File: src/hdl/gcpp_pkg.sv
// ----------------------------------------------------------------------------
// gcpp_pkg
// types, codes and decode helpers shared by the command packet parser
// ----------------------------------------------------------------------------
package gcpp_pkg;

  localparam int QUEUE_DEPTH = 2;

  localparam logic [31:0] TERM_MASK  = 32'hF000_F000;
  localparam logic [31:0] TERM_VALUE = 32'h5000_5000;

  typedef enum logic [3:0] {
    ROLE_IDLE     = 4'd0,
    ROLE_CMD      = 4'd1,
    ROLE_COLOR    = 4'd2,
    ROLE_VERTEX   = 4'd3,
    ROLE_TEX_CLUT = 4'd4,
    ROLE_TEX_PAGE = 4'd5,
    ROLE_TEX      = 4'd6,
    ROLE_TERM     = 4'd7,
    ROLE_SETTING  = 4'd8,
    ROLE_NOP      = 4'd9,
    ROLE_IRQ      = 4'd10,
    ROLE_INVALID  = 4'd11
  } role_t;

  typedef enum logic [1:0] {
    PRIM_TRI  = 2'd0,
    PRIM_QUAD = 2'd1,
    PRIM_LINE = 2'd2,
    PRIM_POLY = 2'd3
  } prim_t;

  typedef enum logic [2:0] {
    KIND_NOP,
    KIND_IRQ,
    KIND_SET,
    KIND_PRIM,
    KIND_BAD
  } kind_t;

  typedef enum logic {
    PS_IDLE,
    PS_COLLECT
  } ps_t;

  localparam logic OP_WRITE = 1'b0;
  localparam logic OP_RESET = 1'b1;

  typedef struct packed {
    logic        op;
    logic [31:0] word;
  } cmd_t;

  typedef struct packed {
    logic [3:0]  word_role;
    logic [1:0]  primitive_res;
    logic        gouraud;
    logic        textured;
    logic        raw_texture;
    logic        semi_transparent;
    logic [3:0]  vertex_number;
    logic [31:0] payload;
    logic [2:0]  setting_target;
    logic        packet_end;
  } res_t;

  // classified item between front and back
  typedef struct packed {
    logic        op;
    logic [31:0] word;
    kind_t       kind;
    logic        term;
  } item_t;

  typedef struct packed {
    role_t role;
    logic  closes;
  } role_info_t;

  function automatic logic is_textured(input logic [7:0] c);
    return (c < 8'h40) && c[2];
  endfunction

  function automatic logic is_polyline(input logic [7:0] c);
    return (c >= 8'h40) && c[3];
  endfunction

  function automatic prim_t prim_kind(input logic [7:0] c);
    if (c < 8'h40) return c[3] ? PRIM_QUAD : PRIM_TRI;
    return c[3] ? PRIM_POLY : PRIM_LINE;
  endfunction

  function automatic logic [4:0] packet_len(input logic [7:0] c);
    logic [4:0] n;
    n = (c >= 8'h40) ? 5'd2 : (c[3] ? 5'd4 : 5'd3);
    if (!c[4]) return is_textured(c) ? 5'((n << 1) + 5'd1) : 5'(n + 5'd1);
    return is_textured(c) ? 5'(n * 5'd3) : 5'(n << 1);
  endfunction

  function automatic logic [1:0] mod3(input logic [3:0] v);
    case (v)
      4'd0, 4'd3, 4'd6, 4'd9, 4'd12, 4'd15: return 2'd0;
      4'd1, 4'd4, 4'd7, 4'd10, 4'd13:       return 2'd1;
      default:                              return 2'd2;
    endcase
  endfunction

  // role of packet word idx and whether it closes a vertex group
  function automatic role_info_t role_of(input logic [7:0] c, input logic [4:0] idx);
    role_info_t r;
    logic [4:0] j;
    r.role   = ROLE_CMD;
    r.closes = 1'b0;
    j        = 5'(idx - 5'd1);
    if (idx == 5'd0) begin
      r.role = ROLE_CMD;
    end else if (!c[4]) begin
      if (!is_textured(c)) begin
        r.role   = ROLE_VERTEX;
        r.closes = 1'b1;
      end else if (!j[0]) begin
        r.role = ROLE_VERTEX;
      end else begin
        r.closes = 1'b1;
        r.role   = (j == 5'd1) ? ROLE_TEX_CLUT : ((j == 5'd3) ? ROLE_TEX_PAGE : ROLE_TEX);
      end
    end else if (!is_textured(c)) begin
      if (!idx[0]) begin
        r.role = ROLE_COLOR;
      end else begin
        r.role   = ROLE_VERTEX;
        r.closes = 1'b1;
      end
    end else begin
      case (mod3(idx[3:0]))
        2'd0: r.role = ROLE_COLOR;
        2'd1: r.role = ROLE_VERTEX;
        default: begin
          r.closes = 1'b1;
          r.role   = (idx == 5'd2) ? ROLE_TEX_CLUT :
                     ((idx == 5'd5) ? ROLE_TEX_PAGE : ROLE_TEX);
        end
      endcase
    end
    return r;
  endfunction

endpackage

File: src/hdl/gcpp_front.sv
// ----------------------------------------------------------------------------
// gcpp_front
// input stage: registers each port word and classifies its top byte
// ----------------------------------------------------------------------------
module gcpp_front (
  input  logic          clk,
  input  logic          rst,
  input  logic          cmd_valid,
  output logic          cmd_ready,
  input  gcpp_pkg::cmd_t cmd,
  output logic          item_valid,
  input  logic          item_ready,
  output gcpp_pkg::item_t item
);
  import gcpp_pkg::*;

  kind_t kind;

  always_comb begin
    unique case (cmd.word[31:24]) inside
      8'h00:                                  kind = KIND_NOP;
      8'h1F:                                  kind = KIND_IRQ;
      [8'hE1:8'hE6]:                          kind = KIND_SET;
      [8'h20:8'h3F], 8'h40, 8'h42, 8'h48,
      8'h4A, 8'h50, 8'h52, 8'h58:             kind = KIND_PRIM;
      default:                                kind = KIND_BAD;
    endcase
  end

  assign cmd_ready = !item_valid || item_ready;

  always_ff @(posedge clk) begin
    if (rst) begin
      item_valid <= 1'b0;
    end else if (cmd_ready) begin
      item_valid <= cmd_valid;
    end
  end

  always_ff @(posedge clk) begin
    if (cmd_valid && cmd_ready) begin
      item.op   <= cmd.op;
      item.word <= cmd.word;
      item.kind <= kind;
      item.term <= (cmd.word & TERM_MASK) == TERM_VALUE;
    end
  end

endmodule

File: src/hdl/gcpp_queue.sv
// ----------------------------------------------------------------------------
// gcpp_queue
// short queue of classified items between front and back
// ----------------------------------------------------------------------------
module gcpp_queue #(
  parameter int Depth = gcpp_pkg::QUEUE_DEPTH
) (
  input  logic           clk,
  input  logic           rst,
  input  logic           push_valid,
  output logic           push_ready,
  input  gcpp_pkg::item_t push_data,
  output logic           pop_valid,
  input  logic           pop_ready,
  output gcpp_pkg::item_t pop_data
);
  import gcpp_pkg::*;

  localparam int PtrW = (Depth > 1) ? $clog2(Depth) : 1;
  localparam int CntW = $clog2(Depth + 1);

  item_t          mem [Depth];
  logic [PtrW-1:0] wr_ptr;
  logic [PtrW-1:0] rd_ptr;
  logic [CntW-1:0] count;
  logic            push;
  logic            pop;

  assign push_ready = count != CntW'(Depth);
  assign pop_valid  = count != '0;
  assign pop_data   = mem[rd_ptr];
  assign push       = push_valid && push_ready;
  assign pop        = pop_valid && pop_ready;

  function automatic logic [PtrW-1:0] bump(input logic [PtrW-1:0] p);
    return (p == PtrW'(Depth - 1)) ? '0 : PtrW'(p + 1'b1);
  endfunction

  always_ff @(posedge clk) begin
    if (rst) begin
      wr_ptr <= '0;
      rd_ptr <= '0;
      count  <= '0;
    end else begin
      if (push) wr_ptr <= bump(wr_ptr);
      if (pop) rd_ptr <= bump(rd_ptr);
      if (push && !pop) count <= CntW'(count + 1'b1);
      else if (pop && !push) count <= CntW'(count - 1'b1);
    end
  end

  always_ff @(posedge clk) begin
    if (push) mem[wr_ptr] <= push_data;
  end

`ifndef ASSERT_OFF
  a_count_range: assert property (@(posedge clk) disable iff (rst)
    count <= CntW'(Depth))
    else $error("queue count above depth");

  a_count_up: assert property (@(posedge clk) disable iff (rst)
    push && !pop |=> count == CntW'($past(count) + 1'b1))
    else $error("queue count missed a push");

  a_count_down: assert property (@(posedge clk) disable iff (rst)
    pop && !push |=> count == CntW'($past(count) - 1'b1))
    else $error("queue count missed a pop");
`endif

endmodule

File: src/hdl/gcpp_back.sv
// ----------------------------------------------------------------------------
// gcpp_back
// packet tracker: tags each word and holds the result in an output register
// ----------------------------------------------------------------------------
module gcpp_back (
  input  logic           clk,
  input  logic           rst,
  input  logic           item_valid,
  output logic           item_ready,
  input  gcpp_pkg::item_t item,
  output logic           res_valid,
  input  logic           res_ready,
  output gcpp_pkg::res_t  res
);
  import gcpp_pkg::*;

  ps_t        state;
  ps_t        state_next;
  logic [7:0] current_opcode;
  logic [7:0] current_opcode_next;
  logic [4:0] words_taken;
  logic [4:0] words_taken_next;
  logic [3:0] vertex_count;
  logic [3:0] vertex_count_next;
  res_t       res_next;
  logic       take;

  logic [7:0]  c;
  logic [4:0]  idx;
  logic [3:0]  vc;
  role_info_t  ri;

  assign item_ready = !res_valid || res_ready;
  assign take       = item_valid && item_ready;

  always_ff @(posedge clk) begin
    if (rst) begin
      state          <= PS_IDLE;
      current_opcode <= '0;
      words_taken    <= '0;
      vertex_count   <= '0;
      res_valid      <= 1'b0;
    end else begin
      if (take) begin
        state          <= state_next;
        current_opcode <= current_opcode_next;
        words_taken    <= words_taken_next;
        vertex_count   <= vertex_count_next;
      end
      if (item_ready) res_valid <= item_valid;
    end
  end

  always_ff @(posedge clk) begin
    if (take) res <= res_next;
  end

  always_comb begin
    c   = (state == PS_IDLE) ? item.word[31:24] : current_opcode;
    idx = (state == PS_IDLE) ? 5'd0 : words_taken;
    vc  = (state == PS_IDLE) ? 4'd0 : vertex_count;
    ri  = role_of(c, idx);

    state_next          = state;
    current_opcode_next = current_opcode;
    words_taken_next    = words_taken;
    vertex_count_next   = vertex_count;
    res_next            = '0;

    if (item.op == OP_RESET) begin
      state_next          = PS_IDLE;
      current_opcode_next = '0;
      words_taken_next    = '0;
      vertex_count_next   = '0;
    end else if (state == PS_IDLE && item.kind != KIND_PRIM) begin
      res_next.payload    = item.word;
      res_next.packet_end = 1'b1;
      unique case (item.kind)
        KIND_NOP: res_next.word_role = ROLE_NOP;
        KIND_IRQ: res_next.word_role = ROLE_IRQ;
        KIND_SET: begin
          res_next.word_role      = ROLE_SETTING;
          res_next.payload        = {8'h00, item.word[23:0]};
          res_next.setting_target = 3'(item.word[26:24] - 3'd1);
        end
        default: res_next.word_role = ROLE_INVALID;
      endcase
    end else begin
      res_next.primitive_res    = prim_kind(c);
      res_next.gouraud          = c[4];
      res_next.textured         = is_textured(c);
      res_next.raw_texture      = is_textured(c) && c[0];
      res_next.semi_transparent = c[1];
      res_next.vertex_number    = vc;
      res_next.payload          = item.word;
      current_opcode_next       = c;
      state_next                = PS_COLLECT;
      vertex_count_next         = (ri.closes && vc != 4'd15) ? 4'(vc + 4'd1) : vc;
      if (is_polyline(c) && idx >= 5'd3 && item.term) begin
        res_next.word_role  = ROLE_TERM;
        res_next.packet_end = 1'b1;
        state_next          = PS_IDLE;
        words_taken_next    = '0;
        vertex_count_next   = '0;
      end else if (is_polyline(c)) begin
        res_next.word_role = ri.role;
        words_taken_next   = (idx == 5'd31) ? 5'd30 : 5'(idx + 5'd1);
      end else begin
        res_next.word_role = ri.role;
        if (5'(idx + 5'd1) >= packet_len(c)) begin
          res_next.packet_end = 1'b1;
          state_next          = PS_IDLE;
          words_taken_next    = '0;
          vertex_count_next   = '0;
        end else begin
          words_taken_next = 5'(idx + 5'd1);
        end
      end
    end
  end

`ifndef ASSERT_OFF
  a_idle_clear: assert property (@(posedge clk) disable iff (rst)
    state == PS_IDLE |-> words_taken == '0 && vertex_count == '0)
    else $error("packet counters not clear while idle");

  a_reset_item: assert property (@(posedge clk) disable iff (rst)
    take && item.op == OP_RESET |=> res_valid && res == '0 && state == PS_IDLE)
    else $error("reset item did not drop packet");

  a_term_ends: assert property (@(posedge clk) disable iff (rst)
    res_valid && res.word_role == ROLE_TERM |->
      res.packet_end && res.primitive_res == PRIM_POLY)
    else $error("terminator outside polyline");
`endif

endmodule

File: src/hdl/gpu_command_packet_parser.sv
// ----------------------------------------------------------------------------
// gpu_command_packet_parser
// tags every command-port word with its role inside a drawing packet
// ----------------------------------------------------------------------------
// cmd channel: one transfer per port word (op 0) or parser reset (op 1)
// res channel: exactly one result per cmd transfer, in order
// path: a word transferred on the cmd channel passes the input register, the queue
//   and the output register before its result is offered
// throughput: one word per cycle while the receiver takes results; the packet state
//   lives in one register set updated once per word in the back stage
// a stalled receiver holds the output register; the queue and input register
//   keep absorbing words until they fill, then cmd_ready drops
// rst clears all valid flags and the packet state; no clearing pass follows
// a reset item drops a partial packet and returns an all-zero result
// ----------------------------------------------------------------------------
module gpu_command_packet_parser #(
  parameter int QueueDepth = gcpp_pkg::QUEUE_DEPTH
) (
  input  logic           clk,
  input  logic           rst,
  input  logic           cmd_valid,
  output logic           cmd_ready,
  input  gcpp_pkg::cmd_t  cmd,
  output logic           res_valid,
  input  logic           res_ready,
  output gcpp_pkg::res_t  res
);
  import gcpp_pkg::*;

  logic  f_valid;
  logic  f_ready;
  item_t f_item;
  logic  q_valid;
  logic  q_ready;
  item_t q_item;

  gcpp_front u_front (
    .clk        (clk),
    .rst        (rst),
    .cmd_valid  (cmd_valid),
    .cmd_ready  (cmd_ready),
    .cmd        (cmd),
    .item_valid (f_valid),
    .item_ready (f_ready),
    .item       (f_item)
  );

  gcpp_queue #(
    .Depth (QueueDepth)
  ) u_queue (
    .clk        (clk),
    .rst        (rst),
    .push_valid (f_valid),
    .push_ready (f_ready),
    .push_data  (f_item),
    .pop_valid  (q_valid),
    .pop_ready  (q_ready),
    .pop_data   (q_item)
  );

  gcpp_back u_back (
    .clk        (clk),
    .rst        (rst),
    .item_valid (q_valid),
    .item_ready (q_ready),
    .item       (q_item),
    .res_valid  (res_valid),
    .res_ready  (res_ready),
    .res        (res)
  );

endmodule

File: config.mk
export PLATFORM = sky130hd
export DESIGN_NAME = gpu_command_packet_parser
export DESIGN_NICKNAME = d
export VERILOG_FILES = /design/src/hdl/gcpp_pkg.sv /design/src/hdl/gcpp_front.sv /design/src/hdl/gcpp_queue.sv /design/src/hdl/gcpp_back.sv /design/src/hdl/gpu_command_packet_parser.sv
export SDC_FILE = /design/constraint.sdc
export NUM_CORES = 1
export LEC_CHECK = 0
export BUFFER_PORTS_ARGS = -buffer_cell sky130_fd_sc_hd__buf_2
export CORE_AREA = 2 2 120 122
export CTS_CLUSTER_DIAMETER = 50
export DETAILED_ROUTE_END_ITERATION = 10
export DIE_AREA = 0 0 122 124
export GPL_ROUTABILITY_DRIVEN = 0
export GPL_TIMING_DRIVEN = 1
export PLACE_DENSITY = 0.81
export SLEW_MARGIN = 20
export SYNTH_ARGS = -nofsm -noshare
export SYNTH_HDL_FRONTEND = slang
export SYNTH_SLANG_ARGS = --single-unit
File: constraint.sdc
create_clock -name clk -period 7.4 [get_ports clk]
set_clock_uncertainty 0.1 [all_clocks]
set_input_delay 1.11 -clock clk [delete_from_list [all_inputs] [get_ports clk]]
set_output_delay 1.11 -clock clk [all_outputs]
set_load 0.01 [all_outputs]
==> Implementation_results.wiki, run 1 <==
{| class="wikitable"
! Metric !! Value
|-
| Layout area overhead || 15.7%
|-
| Pre-antenna DRT Iters || 6
|-
| Synth warnings || 0
|-
| Die height || 124 um
|-
| Worst Hold Launch || u_front.item[13]
|-
| Final critical path time including I/O delays and setup || approximately 4300 ps
|-
| Portion of the clock cycle consumed by the worst path in the final layout || 57.7%
|-
| Post-cts repair resize count || 0
|-
| Startpoint type of the worst setup path || register
|-
| Number of sinks handled by clock tree synthesis || around 190
|-
| Cell area after synthesis || between 7000 and 8000 um^2
|-
| R2R Path End || u_back.vertex_count[0]
|-
| Outcome || completed
|-
| Worst IR drop on VDD || about 230 uV
|-
| Area share of xor/xnor cells in the synthesized design || 1.05%
|-
| Bufs on Longest Clock Path || 2
|-
| Worst Hold Class || register to register
|-
| Number of failing hold endpoints at the final stage || 0
|-
| Proportion of netlist area held by the largest area contributor || ~64%
|-
| Fmax || around 230 MHz
|-
| Number of DRC violations after detailed routing || 0
|-
| Overall via count from detail_route || approximately 4600
|-
| Highest fanout seen on the critical path || 27
|-
| Detailed router's first-iteration violation count || 363
|-
| Number of buffers and inverters on the critical path || 1
|-
| Area occupied by registers || 5320 um^2
|-
| Critical-path cell with the highest stage delay || sky130_fd_sc_hd__dfxtp_2
|-
| Worst slew pin tran || approximately 1000 ps
|-
| Largest net degree at the start of global routing || between 50 and 60
|-
| Area fraction in compound gates after synthesis || 6.81%
|-
| Synthesized instance count || about 530
|-
| Number of placed instances, taps included || around 780
|-
| All-layer global routing usage || 19.3%
|-
| Post-synth top area cell || sky130_fd_sc_hd__edfxtp_1
|-
| Clock-pin slew on the worst setup and hold paths || 70 ps
|-
| Worst reg2reg setup slack || around 3100 ps
|-
| Dpl cell area || between 8000 and 9000 um^2
|-
| Slowest stage delay, CP || approximately 630 ps
|-
| Clock tree from TritonCTS || done
|-
| Net count of the mapped netlist || about 580
|-
| Proportion of layout cells with a drive suffix above 1 || ~23%
|-
| H-tree lvl count || 4
|-
| Worst hold path endpoint || u_queue.mem[0][13]
|-
| Post-DR vias/cell || approximately 5.6
|-
| Post-synthesis mux area share || ~6.4%
|-
| Setup violators final || 0
|-
| Register bit total from synthesis || 185
|-
| Non-filler instance count after layout || around 820
|-
| Synth Area in Adders || under 10%
|-
| Number of buffers inserted for hold repair after clock tree synthesis || 0
|-
| Largest family of logic cells by synthesized area || simple AND/OR/NAND/NOR gates
|-
| CP endpoint kind || register
|-
| Total Power || a little under 3 mW
|-
| Flip-flop cell with the highest count after synthesis || sky130_fd_sc_hd__edfxtp_1
|-
| Total power density per cell area || approximately 340 nW/um^2
|-
| CP cell instances || buf_4, mux2_2, mux2i_1, nand2_1, nor2_1, mux2i_1, ha_1, nor3b_1, o21ai_0, a21oi_1, o21ai_0, nor3_1, nor2b_1, a22o_1
|-
| Boundary Pins || between 80 and 90
|-
| Final routed wire length divided by cell count || 17.3 um
|-
| Row cnt || 43
|-
| Static leakage || between 3 and 4 nW
|-
| Routed Wire Length || 14100 um
|-
| Data arrival time at the worst-slack endpoint || roughly 4500 ps
|-
| Slew Viols, Final || 0
|-
| Nets || ~680
|-
| Max-Slew Margin vs Limit || ~33%
|-
| Critical setup path kind || register to register
|-
| Final cell utilization of the core || between 60 and 70%
|-
| Via count of the first global-routing pass || around 4600
|-
| Syn avg cell area || roughly 14 um^2
|-
| Footprint of the multi-input gates || 2060 um^2
|-
| Final TNS setup || 0 ps
|-
| Number of unique standard cell types used by synthesis || 56
|-
| Count of maximum capacitance violations || 0
|-
| Largest delay contributor family on the critical path || simple AND/OR/NAND/NOR gates
|-
| Gr ovfl total || 0
|-
| EDFF count, synth || between 150 and 200
|-
| RSZ-0062 raised after global routing || false
|-
| Depth of the worst register-to-register path || 14
|-
| HPWL after detailed placement || 9200 um
|-
| Initial antenna violation count || 0
|-
| Layout fillers || 990
|-
| Endpoint required time on the critical path || about 7700 ps
|-
| Root buffer selected by CTS || sky130_fd_sc_hd__clkbuf_16
|-
| # port buffers || 88
|-
| Simple-gate share of the synthesized area || between 10% and 20%
|-
| Final cell area excluding filler cells || roughly 8700 um^2
|-
| Number of diodes || 0
|-
| Worst slack at placement || 3250 ps
|-
| Die width || around 120 um
|-
| Sequential fraction of the synthesis area || 70.8%
|-
| Largest cells by area after synthesis || sky130_fd_sc_hd__edfxtp_1 64%, sky130_fd_sc_hd__dfxtp_1 6.4%, sky130_fd_sc_hd__mux2i_1 4.7%, sky130_fd_sc_hd__nor2_1 3.8%, sky130_fd_sc_hd__ha_1 2.7%
|-
| Number of nets with antenna violations after detailed routing || 0
|-
| Hold Path Cell Cnt || 0
|-
| Worst hold margin || approximately 350 ps
|-
| Worst skew pair latency || ~420 ps
|-
| Share of flip-flops with an asynchronous set or reset after synthesis || 0%
|-
| # Post-CTS Setup Buffers || 0
|-
| Effective utilization at floorplan || around 55%
|-
| Final worst setup slack || about 3100 ps
|-
| Global-route wire length before repair || about 22000 um
|-
| Die footprint || between 15000 and 20000 um^2
|-
| Inserted Clock Buffers || 17
|-
| Standard cell core area || approximately 14000 um^2
|}
cell families after synthesis:
| kind of cell | after synthesis |
|---|---|
| AO/OA/AOI/OAI | 76 |
| XOR/XNOR | 9 |
| adder cells (fa/ha/maj) | 16 |
| buffers and inverters | 35 |
| flip-flops | 185 |
| multiplexers | 46 |
| other | 1 |
| AND/OR/NAND/NOR | 163 |
power breakdown:
group	internal (mW)	switching, mW	leakage [nW]	total (mW)
logic	0.238	0.424	1.24	0.662
clock network	0.437	0.390	0.250	0.827
registers	1.38	0.0767	1.72	1.45
final cells by class:
| class | instances | share of cell area (%) |
|---|---|---|
| repair buffers | 93 | 5.73 |
| multi-input cells | 311 | 23.7 |
| well taps | 180 | 2.59 |
| clock buffers | 18 | 4.94 |
| clock inverters | 14 | 1.31 |
| inverters | 14 | 0.619 |
| flip-flops and latches | 185 | 61.2 |
layout by cell type, fill, tap and decap left out, drive strengths merged, types with 4 or more instances in the layout:
cell,Yosys,final
and3,8,8
xnor2,6,6
inv,14,19
mux2,10,10
nor2,77,77
nand2,22,22
clkinv,0,4
mux2i,36,36
nand4,4,4
o21ai,10,10
and2,6,6
clkinvlp,0,5
ha,16,16
dfxtp,24,24
a22oi,6,6
a311oi,4,4
nand2b,8,8
nor3,12,12
buf,8,93
clkbuf,13,18
edfxtp,161,161
nor2b,4,4
a31oi,4,4
nor3b,4,4
a21oi,26,26
nand3,6,6
worst register-to-register path: cells and delay by family (launching register included):
family | cells | cell delay, ps
simple gates | 5 | 1210
mux | 3 | 930
flops | 1 | 630
compound gates | 4 | 610
buf+inv | 1 | 470
fa+ha+maj | 1 | 250
synthesized netlist by cell type (9+ instances only):
master and number:
sky130_fd_sc_hd__o21ai_0 10, sky130_fd_sc_hd__nand2_1 21, sky130_fd_sc_hd__mux2_2 9, sky130_fd_sc_hd__ha_1 16, sky130_fd_sc_hd__a21oi_1 26, sky130_fd_sc_hd__clkbuf_1 13
sky130_fd_sc_hd__dfxtp_1 24, sky130_fd_sc_hd__inv_1 14, sky130_fd_sc_hd__mux2i_1 35, sky130_fd_sc_hd__nor2_1 77, sky130_fd_sc_hd__edfxtp_1 161, sky130_fd_sc_hd__nor3_1 12
sequential cells by signal, summed over array words and instances, names as in the netlist, named ones only:
name and count:
u_back.current_opcode 7, u_back.res 50, u_back.res_valid 1, u_back.state 1
u_back.vertex_count 4, u_back.words_taken 5, u_front.item 37, u_front.item_valid 1
u_queue.count 2, u_queue.mem 74, u_queue.rd_ptr 1, u_queue.wr_ptr 1
routing by layer:
layer / vias to the layer above / GRT usage [%] / wire length (um)
met5: - / 0 / 0
met4: 0 / 8.05 / 351
met3: 39 / 5.68 / 980
met2: 178 / 33.1 / 7080
met1: 2185 / 22.9 / 5690
li1: 2160 / - / -
how the worst max path moves through the flow:
stage	startpoint	endpoint	slack [ps]	cells after the start
after floorplan	u_back.state	u_back.vertex_count[1]	3410	16
after global placement	register	u_back.vertex_count[1]	3480	14
after detailed placement	register	u_back.vertex_count[0]	3250	14
after CTS	register	u_back.vertex_count[0]	3180	14
after global routing	register	u_back.vertex_count[1]	2900	14
final	register	u_back.vertex_count[0]	3130	14
No activity file was read; power rests on OpenSTA's default activity.
==> inputs of run 2 (changes only) <==
CORE_AREA = 2 2 124 126   (was 2 2 120 122)
DIE_AREA = 0 0 126 128   (was 0 0 122 124)
PLACE_DENSITY = 0.8   (was 0.81)
clock period = 3.65 ns   (was 7.4 ns; I/O delays follow)
==> run 2 against run 1 <==
Compared with the run above: final area increased by 1.2%; first-iteration DRC count rose by 13%; die area increased by 6.6%; wire length rose by 2.0%; via count up 2.5%; core utilization shrank 4.2 points; critical path depth decreased by 1; sequential cell count unchanged; fmax grew 23%; critical path type unchanged; largest power group unchanged.
==> Implementation_results.wiki, run 2 (synthesis results as in run 1) <==
{| class="wikitable"
! Metric !! Value
|-
| Portion of the clock cycle consumed by the worst path in the final layout || between 90% and 100%
|-
| Die height || between 100 and 150 um
|-
| Post-cts repair resize count || 0
|-
| Standard cell core area || about 15000 um^2
|-
| Worst IR drop on VDD || about 500 uV
|-
| Die footprint || 16100 um^2
|-
| Data arrival time at the worst-slack endpoint || around 3800 ps
|-
| Slew Viols, Final || 0
|-
| Final routed wire length divided by cell count || approximately 17 um
|-
| Internal power of the cells || roughly 4.3 mW
|-
| Count of maximum capacitance violations || 0
|-
| Largest register FFs || 74
|-
| Detailed router's first-iteration violation count || between 400 and 500
|-
| Die width || about 130 um
|-
| Worst slack at placement || 220 ps
|-
| Critical path depth in cells || 13
|-
| Fmax || between 200 and 300 MHz
|-
| All-layer global routing usage || between 10% and 20%
|-
| Post-DR vias/cell || around 5.6
|-
| Static leakage || about 3.3 nW
|-
| Number of sinks handled by clock tree synthesis || between 150 and 200
|-
| Total Power || roughly 6.1 mW
|-
| CP cell instances || mux2_2, mux2i_2, nand2_1, nor2_1, mux2i_1, ha_1, nor3b_1, o21ai_0, a21oi_1, o21ai_1, nor3_2, nor2b_1, a22o_1
|-
| Depth of the worst register-to-register path || 13
|-
| Via count of the first global-routing pass || 4697
|-
| Number of failing hold endpoints at the final stage || 0
|-
| Overall via count from detail_route || 4676
|-
| Critical-path cell with the highest stage delay || sky130_fd_sc_hd__dfxtp_2
|-
| H-tree lvl count || 4
|-
| Final TNS setup || 0 ps
|-
| Highest-count cells in the layout ignoring fill and taps || 161 x sky130_fd_sc_hd__edfxtp_1, 88 x sky130_fd_sc_hd__buf_2, 76 x sky130_fd_sc_hd__nor2_1, 33 x sky130_fd_sc_hd__mux2i_1, 26 x sky130_fd_sc_hd__a21oi_1
|-
| Final worst setup slack || approximately 170 ps
|-
| Bufs on Longest Clock Path || 2
|-
| Area occupied by registers || around 5300 um^2
|-
| Critical setup path kind || register to register
|-
| Layout area overhead || 17.1%
|-
| Combinational share of power || a little under a quarter
|-
| Number of DRC violations after detailed routing || 0
|-
| Clk pwr share || around 29%
|-
| Largest delay contributor family on the critical path || simple AND/OR/NAND/NOR gates
|-
| Worst skew pair latency || approximately 430 ps
|-
| Gr ovfl total || 0
|-
| Capturing element of the worst setup path || u_back.vertex_count[0]
|-
| Total power density per cell area || between 600 and 700 nW/um^2
|-
| Startpoint type of the worst setup path || register
|-
| Clock-pin slew on the worst setup and hold paths || roughly 70 ps
|-
| Slowest stage delay, CP || between 400 and 500 ps
|-
| Worst reg2reg setup slack || between 150 and 200 ps
|-
| Number of diodes || 0
|-
| Routed Wire Length || about 14000 um
|-
| Biggest register || u_queue.mem
|-
| Endpoint required time on the critical path || approximately 3900 ps
|-
| Final cell utilization of the core || 59.2%
|-
| Footprint of the multi-input gates || approximately 2100 um^2
|-
| Number of buffers inserted for hold repair after clock tree synthesis || 0
|-
| # port buffers || just under 90
|-
| Most common library cell in the layout ignoring fill and taps || sky130_fd_sc_hd__edfxtp_1
|-
| Top Registers || u_queue.mem: 74 flops, u_back.res: 50 flops, u_front.item: 37 flops
|-
| Worst Hold Class || primary input to register
|-
| Root buffer selected by CTS || sky130_fd_sc_hd__clkbuf_16
|-
| Outcome || completed
|-
| # Post-CTS Setup Buffers || 0
|-
| Proportion of layout cells with a drive suffix above 1 || between 20% and 30%
|-
| Worst slew pin tran || between 800 and 900 ps
|-
| Final critical path time including I/O delays and setup || 3480 ps
|-
| Layout fillers || between 1000 and 1500
|-
| Switching pwr || around 1.8 mW
|-
| Max-Slew Margin vs Limit || between 40% and 50%
|-
| Number of buffers and inverters on the critical path || 0
|-
| Effective utilization at floorplan || between 50% and 60%
|-
| Pre-antenna DRT Iters || 5
|-
| CP endpoint kind || register
|-
| Fraction of power spent switching nets || between 30% and 40%
|-
| Row cnt || between 40 and 50
|-
| Inserted Clock Buffers || 17
|-
| Setup violators final || 0
|-
| HPWL after detailed placement || approximately 9400 um
|-
| Nets || around 700
|-
| Number of nets with antenna violations after detailed routing || 0
|-
| Initial antenna violation count || 0
|-
| Portion of total power attributed to sequential cells || 47.7%
|-
| Largest net degree at the start of global routing || between 40 and 50
|-
| Clock tree from TritonCTS || done
|-
| Highest fanout seen on the critical path || 7
|-
| Global-route wire length before repair || 22800 um
|-
| R2R Path End || u_back.vertex_count[0]
|-
| Boundary Pins || 89
|}
## run 2: stage by stage
stage               hold slack (ps)  cell area, um^2  std cells
global route                    174             8800        829
detailed placement              330             8180        796
CTS                             174             8760        828
finish                          188             8800        829
floorplan                       321             7510        531
global placement                322             8180        796
## run 2: worst min-delay path by stage
| stage | slack, ps | start | cells after the start | end |
|---|---|---|---|---|
| 3_3_place_gp | 320 | u_front.item[23] | 0 | u_queue.mem[0][23] |
| 4_1_cts | 170 | cmd[3] | 1 | u_front.item[7] |
| 5_1_grt | 170 | cmd[1] | 1 | u_front.item[5] |
| 6_report | 190 | cmd[4] | 1 | u_front.item[8] |
| 3_5_place_dp | 330 | u_front.item[30] | 0 | u_queue.mem[0][30] |
| 2_1_floorplan | 320 | u_front.item[0] | 0 | u_queue.mem[0][0] |
## run 2: power by group through the flow
stage / logic (mW) / clock network (mW) / registers [mW]
floorplan: 0.789 / 0 / 3.05
global placement: 1.36 / 0 / 2.94
detailed placement: 1.39 / 0 / 2.95
CTS: 1.41 / 1.80 / 2.91
global route: 1.55 / 1.87 / 2.94
finish: 1.42 / 1.77 / 2.91
## run 2: final cells by class
cell class	count	area share, %
Clock buffer	17	4.84
Inverter	14	0.597
Multi-Input combinational cell	311	23.5
Tap cell	188	2.67
Clock inverter	15	1.82
Sequential cell	185	60.5
Timing Repair Buffer	99	6.09
## run 2: layer usage
metal / vias to the layer above / track usage, % / routed length [um]
li1: 2177 / - / -
met1: 2259 / 22.0 / 5720
met2: 205 / 31.7 / 7410
met3: 35 / 5.18 / 942
met4: 0 / 7.18 / 314
met5: - / 0 / 0
